File: config.mk
export PLATFORM = sky130hd
export DESIGN_NAME = po_int_ctrl
export DESIGN_NICKNAME = d
export VERILOG_FILES = /design/src/sv/po_int_pkg.sv /design/src/sv/po_int_ctrl.sv
export VERILOG_INCLUDE_DIRS = /design/src /design/src/sv
export SDC_FILE = /design/constraint.sdc
export NUM_CORES = 1
export LEC_CHECK = 0
export ABC_AREA = 0
export BUFFER_PORTS_ARGS = -buffer_cell sky130_fd_sc_hd__buf_2
export CORE_AREA = 2 2 39 41
export DETAILED_ROUTE_END_ITERATION = 6
export DIE_AREA = 0 0 41 43
export GPL_TIMING_DRIVEN = 0
export HOLD_SLACK_MARGIN = 0.08
export PLACE_DENSITY_LB_ADDON = 0.1
export SYNTH_ARGS = -nofsm -noshare
export SYNTH_HDL_FRONTEND = slang
export SYNTH_SLANG_ARGS = --single-unit
export TNS_END_PERCENT = 30
File: constraint.sdc
create_clock -name clk -period 2.4 [get_ports clk]
set_input_delay 0.24 -clock clk [delete_from_list [all_inputs] [get_ports clk]]
set_output_delay 0.24 -clock clk [all_outputs]
set_load 0.01 [all_outputs]
File: src/sv/planar_odometry_integrator_macros.svh
// Assertion macros shared by the odometry integrator modules.
// No dependencies; each module that asserts includes this header.
`ifndef PLANAR_ODOMETRY_INTEGRATOR_MACROS_SVH
`define PLANAR_ODOMETRY_INTEGRATOR_MACROS_SVH
`ifndef ASSERT_OFF
`define PO_ASSERT_IMP(lbl, clk, rstn, ante, cons) \
  lbl: assert property (@(posedge clk) disable iff (!(rstn)) (ante) |-> (cons)) \
    else $error("assertion failed");
`define PO_ASSERT_NXT(lbl, clk, rstn, ante, cons) \
  lbl: assert property (@(posedge clk) disable iff (!(rstn)) (ante) |=> (cons)) \
    else $error("assertion failed");
`else
`define PO_ASSERT_IMP(lbl, clk, rstn, ante, cons)
`define PO_ASSERT_NXT(lbl, clk, rstn, ante, cons)
`endif
`endif

File: src/sv/po_int_pkg.sv
// Shared types, constants and the arctangent table of the odometry integrator.
// No dependencies.
package po_int_pkg;

  localparam int CORDIC_STEPS = 16;
  localparam int CORDIC_ITERS = (CORDIC_STEPS < 30) ? CORDIC_STEPS : 30;
  localparam int STEP_W       = 5;

  localparam int RATE_W  = 16;
  localparam int SPEED_W = 16;
  localparam int DT_W    = 17;
  localparam int POS_W   = 32;
  localparam int HEAD_W  = 32;

  localparam int PROD_W  = 34;
  localparam int MA_W    = 18;
  localparam int MB_W    = 31;
  localparam int MP_W    = MA_W + MB_W;
  localparam int ACC_W   = 64;
  localparam int TURN_W  = 36;
  localparam int DIST_W  = 34;
  localparam int CV_W    = 36;
  localparam int Z_W     = 34;
  localparam int DPOS_W  = CV_W - 8;
  localparam int SUM_W   = 34;

  localparam logic signed [MB_W-1:0] RAD_TO_BAM   = 31'sd683565276;
  localparam logic signed [MB_W-1:0] GAIN_INV_Q30 = 31'sd652032874;

  localparam logic [1:0] MOP_TLO = 2'd0;
  localparam logic [1:0] MOP_THI = 2'd1;
  localparam logic [1:0] MOP_DLO = 2'd2;
  localparam logic [1:0] MOP_DHI = 2'd3;

  typedef struct packed {
    logic              load;
    logic              prod;
    logic              mul_en;
    logic [1:0]        mul_op;
    logic              rnd;
    logic              init;
    logic              rot;
    logic [STEP_W-1:0] step;
    logic              commit;
  } po_cmd_t;

  function automatic logic [29:0] atan_bam(input logic [STEP_W-1:0] idx);
    logic [29:0] v;
    unique case (idx)
      5'd0:  v = 30'd536870912;
      5'd1:  v = 30'd316933406;
      5'd2:  v = 30'd167458907;
      5'd3:  v = 30'd85004756;
      5'd4:  v = 30'd42667331;
      5'd5:  v = 30'd21354465;
      5'd6:  v = 30'd10679838;
      5'd7:  v = 30'd5340245;
      5'd8:  v = 30'd2670163;
      5'd9:  v = 30'd1335087;
      5'd10: v = 30'd667544;
      5'd11: v = 30'd333772;
      5'd12: v = 30'd166886;
      5'd13: v = 30'd83443;
      5'd14: v = 30'd41722;
      5'd15: v = 30'd20861;
      5'd16: v = 30'd10430;
      5'd17: v = 30'd5215;
      5'd18: v = 30'd2608;
      5'd19: v = 30'd1304;
      5'd20: v = 30'd652;
      5'd21: v = 30'd326;
      5'd22: v = 30'd163;
      5'd23: v = 30'd81;
      5'd24: v = 30'd41;
      5'd25: v = 30'd20;
      5'd26: v = 30'd10;
      5'd27: v = 30'd5;
      5'd28: v = 30'd3;
      5'd29: v = 30'd1;
      default: v = 30'd0;
    endcase
    return v;
  endfunction

endpackage

File: src/sv/po_int_ctrl.sv
// Sequencer of the odometry integrator: steps the datapath through one request.
// Depends on po_int_pkg and the assertion macro header.
`include "planar_odometry_integrator_macros.svh"
module po_int_ctrl
  import po_int_pkg::*;
(
  input  logic    clk,
  input  logic    rst_n,
  input  logic    in_tvalid,
  output logic    in_tready,
  output logic    out_tvalid,
  input  logic    out_tready,
  output po_cmd_t cmd
);

  localparam logic [3:0] ST_IDLE = 4'd0;
  localparam logic [3:0] ST_PROD = 4'd1;
  localparam logic [3:0] ST_TLO  = 4'd2;
  localparam logic [3:0] ST_THI  = 4'd3;
  localparam logic [3:0] ST_DLO  = 4'd4;
  localparam logic [3:0] ST_DHI  = 4'd5;
  localparam logic [3:0] ST_RND  = 4'd6;
  localparam logic [3:0] ST_INIT = 4'd7;
  localparam logic [3:0] ST_ROT  = 4'd8;
  localparam logic [3:0] ST_DONE = 4'd9;

  localparam logic [STEP_W-1:0] LAST_STEP = STEP_W'(CORDIC_ITERS - 1);

  logic [3:0]        state_r, state_nxt;
  logic [STEP_W-1:0] step_r, step_nxt;
  logic              out_valid_r, out_valid_nxt;
  logic              accept;
  logic              out_free;

  assign in_tready  = (state_r == ST_IDLE);
  assign accept     = in_tvalid && in_tready;
  assign out_free   = !out_valid_r || out_tready;
  assign out_tvalid = out_valid_r;

  always_comb begin
    state_nxt      = state_r;
    step_nxt       = step_r;
    cmd            = '0;
    cmd.step       = step_r;
    unique case (state_r)
      ST_IDLE: begin
        cmd.load = accept;
        if (accept) state_nxt = ST_PROD;
      end
      ST_PROD: begin
        cmd.prod  = 1'b1;
        state_nxt = ST_TLO;
      end
      ST_TLO: begin
        cmd.mul_en = 1'b1;
        cmd.mul_op = MOP_TLO;
        state_nxt  = ST_THI;
      end
      ST_THI: begin
        cmd.mul_en = 1'b1;
        cmd.mul_op = MOP_THI;
        state_nxt  = ST_DLO;
      end
      ST_DLO: begin
        cmd.mul_en = 1'b1;
        cmd.mul_op = MOP_DLO;
        state_nxt  = ST_DHI;
      end
      ST_DHI: begin
        cmd.mul_en = 1'b1;
        cmd.mul_op = MOP_DHI;
        state_nxt  = ST_RND;
      end
      ST_RND: begin
        cmd.rnd   = 1'b1;
        state_nxt = ST_INIT;
      end
      ST_INIT: begin
        cmd.init  = 1'b1;
        step_nxt  = '0;
        state_nxt = ST_ROT;
      end
      ST_ROT: begin
        cmd.rot  = 1'b1;
        step_nxt = step_r + 1'b1;
        if (step_r == LAST_STEP) state_nxt = ST_DONE;
      end
      ST_DONE: begin
        cmd.commit = out_free;
        if (out_free) state_nxt = ST_IDLE;
      end
      default: state_nxt = ST_IDLE;
    endcase
  end

  always_comb begin
    out_valid_nxt = out_valid_r;
    if (cmd.commit) begin
      out_valid_nxt = 1'b1;
    end else if (out_tready) begin
      out_valid_nxt = 1'b0;
    end
  end

  always_ff @(posedge clk) begin
    if (!rst_n) begin
      state_r     <= ST_IDLE;
      step_r      <= '0;
      out_valid_r <= 1'b0;
    end else begin
      state_r     <= state_nxt;
      step_r      <= step_nxt;
      out_valid_r <= out_valid_nxt;
    end
  end

  `PO_ASSERT_NXT(a_accept_starts, clk, rst_n, accept, state_r == ST_PROD)
  `PO_ASSERT_NXT(a_init_clears_step, clk, rst_n, state_r == ST_INIT, step_r == '0)
  `PO_ASSERT_NXT(a_rot_ends, clk, rst_n, (state_r == ST_ROT) && (step_r == LAST_STEP),
                 state_r == ST_DONE)
  `PO_ASSERT_NXT(a_commit_shows, clk, rst_n, cmd.commit, out_valid_r)

endmodule

==> results.yml <==
critical_path:
  cp-end-kind: "primary output"
  r2r-end: "state_r[0]$_SDFFE_PN0P_"
  timing.rr.start: "step_r[0]$_SDFFE_PN0P_"
  cp-startpoint: "state_r[1]$_SDFFE_PN0P_"
  crit_chain: "clkbuf_1 > nor2_1 > nand3_1 > nor2_1 > buf_4 > buf_2"
  critPathArrivalTime_ns: 1.53
  crit_type: "reg2out"
  cp_slowest_stage_delay_ns: 0.39
  required_ns: 2.16
  reg2reg_slack_ns: 0.68
  rr_worst_depth: 6
  start_kind: "flip-flop"
  cpMostUsedCell: "nor2_1"
  path_buf_inv: 3
  critPathSlowestCell: "clkbuf_1"
  crit_family: "buffers and inverters"
  critical_path.max_fanout: 10
clock_network:
  cts_resized: 0
  clk_latency_ns: 0.26
  cts_max_level: 1
  hold_buffers: 0
  clock_sinks: 10
  root_buffer: "clkbuf_4"
  clock_path_buffers: 2
  cts_tree: "yes"
  post_cts_buffers: 0
  clkTransAtPathRegs_ns: 0.06
  cts_buffers: 3
sta:
  rsz0062_at_grt: "no"
  worst_slew_pin_slew_ns: 0.477
  finalHoldViolCount: 0
  setup_tns_ns: 0
  slew_headroom: 0.682
  slew_viol_final: 0
  skew_ns: 0.00375
  max_freq_ghz: 0.564
  period_minus_slack_ns: 1.77
  setup_viol: 0
  fin_crit_sh: 0.739
layout:
  diodes: 0
  drive_above_1_share: 0.300
  area_delta_synth_final_pct: 24.0
  stdcell_area_um2: 711
  layout.nets: 98
floorplanning:
  ios: 20
  initial_core_util: 0.414
  die_area_um2: 1760
  fp-row-count: 14
  die_y_um: 43
  die_w_um: 41
  design.core.area_um2: 1380
routing:
  first_pass_iters: 5
  vias: 548
  ant_nets: 0
  wl_um: 1220
  dr.first_iter.drc_count: 16
  drc_errors: 0
  wl_per_cell_um: 11.5
  drt-vias-per-instance: 5.17
placement:
  place_congestion: 0.714
  portBuffers: 19
  dp_hpwl_um: 897
  placed_cell_area_um2: 688
power_and_ir_drop:
  ir_drop_v: 0.000274
  p_clk_frac: 0.316
  p_leak_nw: 0.323
  switching_share: 0.276
  p_per_area_nw_per_um2: 501
  power_frac_seq: 0.491
  p_int_uw: 258
  power.switching_uw: 98.4
  pwr-share-comb: 0.194
synth:
  ys_seq_area_frac: 0.349
  synth_area_um2: 573
  syn-num-nets: 74
  netlist_instances: 68
  ys_ff_latch: 10
  ys_warn_count: 0
  synthArstFlopShare: 0
  synth_edf_count: 0
  synth.distinct_cells: 30
  synthFlopType: "dfxtp_1"
  postSynthAreaPerCell_um2: 8.43
grt:
  antenna_found_initial: 0
  grt_pass1_wl_um: 2010
  grt_max_degree: 11
  grt.total_usage: 0.170
  grt_pass1_vias: 482
  gr-total-overflow: 0
min_path:
  hold_start: "rst_n"
  hold_end: "state_r[3]$_SDFFE_PN0P_"
  hold_depth: 2
  holdCritPathClass: "in2reg"
flow_run:
  max_cap_violations: 0
run_status:
  status: "finished clean"
==> synth_stat cells, types with 2 or more instances <==
cell | n | share of area
dfxtp_1 | 10 | 0.35
nor2_1 | 6 | 0.039
nand2_1 | 5 | 0.033
nand3_1 | 5 | 0.044
a21oi_1 | 4 | 0.035
clkbuf_1 | 4 | 0.026
nand2b_1 | 4 | 0.044
inv_1 | 3 | 0.020
and2_1 | 2 | 0.022
ha_1 | 2 | 0.044
nor4_1 | 2 | 0.022
o21a_1 | 2 | 0.026
xnor2_1 | 2 | 0.031
==> layout make-up <==
class / instances / area (µm²)
inverter: 4 / 20.0
tap: 16 / 20.0
clock buffer: 3 / 22.5
fill: 133 / 673
multi-input combinational: 49 / 330
sequential: 10 / 200
timing repair buffer: 19 / 95.1
buffer: 5 / 22.5
==> logic make-up after synthesis <==
kind of cell	synth area share
AO/OA/AOI/OAI	0.155
XOR/XNOR	0.0459
adder cells (fa/ha/maj)	0.0437
buffers and inverters	0.0742
flip-flops	0.349
AND/OR/NAND/NOR	0.332
==> cells in the final DEF (no fill, tap or decap), drive strengths merged, types with 2 or more instances in the layout <==
cell,netlist,routed
nand2,5,5
nor4,2,2
and2,2,2
nand3,5,5
inv,3,3
dfxtp,10,10
nor2,6,6
a311oi,2,2
xnor2,2,2
a21oi,4,4
buf,1,20
o21a,2,2
ha,2,2
clkbuf,4,7
nand2b,4,4
==> worst register-to-register path: cells and delay by family (launching register included) <==
| kind | cells | cell delay [ns] |
|---|---|---|
| fa+ha+maj | 2 | 0.36 |
| simple gates | 2 | 0.52 |
| flops | 1 | 0.42 |
| compound gates | 2 | 0.37 |
==> registers in the layout (all words and copies together) (netlist names) <==
register    count
step_r          5
state_r         4
out_tvalid      1
==> per-layer routing <==
layer	vias up	track usage	routed length (µm)
met3	2	0.0314	65
met2	17	0.269	573
li1	282	-	-
met5	-	0	0
met4	0	0.120	22
met1	247	0.192	554
==> worst max-delay path by stage <==
stage	endpoint	slack, ns	cells past startpoint
finish	cmd[0]	0.63	6
global route	cmd[7]	0.47	4
CTS	cmd[0]	0.62	6
detailed placement	state_r[0]$_SDFFE_PN0P_	0.72	6
global placement	state_r[0]$_SDFFE_PN0P_	0.70	6
floorplan	state_r[0]$_SDFFE_PN0P_	0.77	6
==> stage by stage <==
step	power (mW)	cells	hold slack (ns)	utilization	worst slack [ns]
floorplan	0.225	68	0.358	-	0.774
global placement	0.247	103	0.478	0.497	0.698
detailed placement	0.248	103	0.478	0.497	0.722
CTS	0.361	106	0.224	0.514	0.615
global route	0.374	106	0.248	0.514	0.472
finish	0.356	106	0.234	0.514	0.626
==> power groups by stage <==
| stage | Sequential (mW) | Combinational (mW) | Clock (mW) |
|---|---|---|---|
| 3_3_place_gp | 0.178 | 0.0690 | 0 |
| 2_1_floorplan | 0.178 | 0.0475 | 0 |
| 5_1_grt | 0.176 | 0.0775 | 0.121 |
| 3_5_place_dp | 0.179 | 0.0694 | 0 |
| 4_1_cts | 0.175 | 0.0697 | 0.116 |
| 6_report | 0.175 | 0.0690 | 0.112 |
Power figures use the tool's default switching activity.
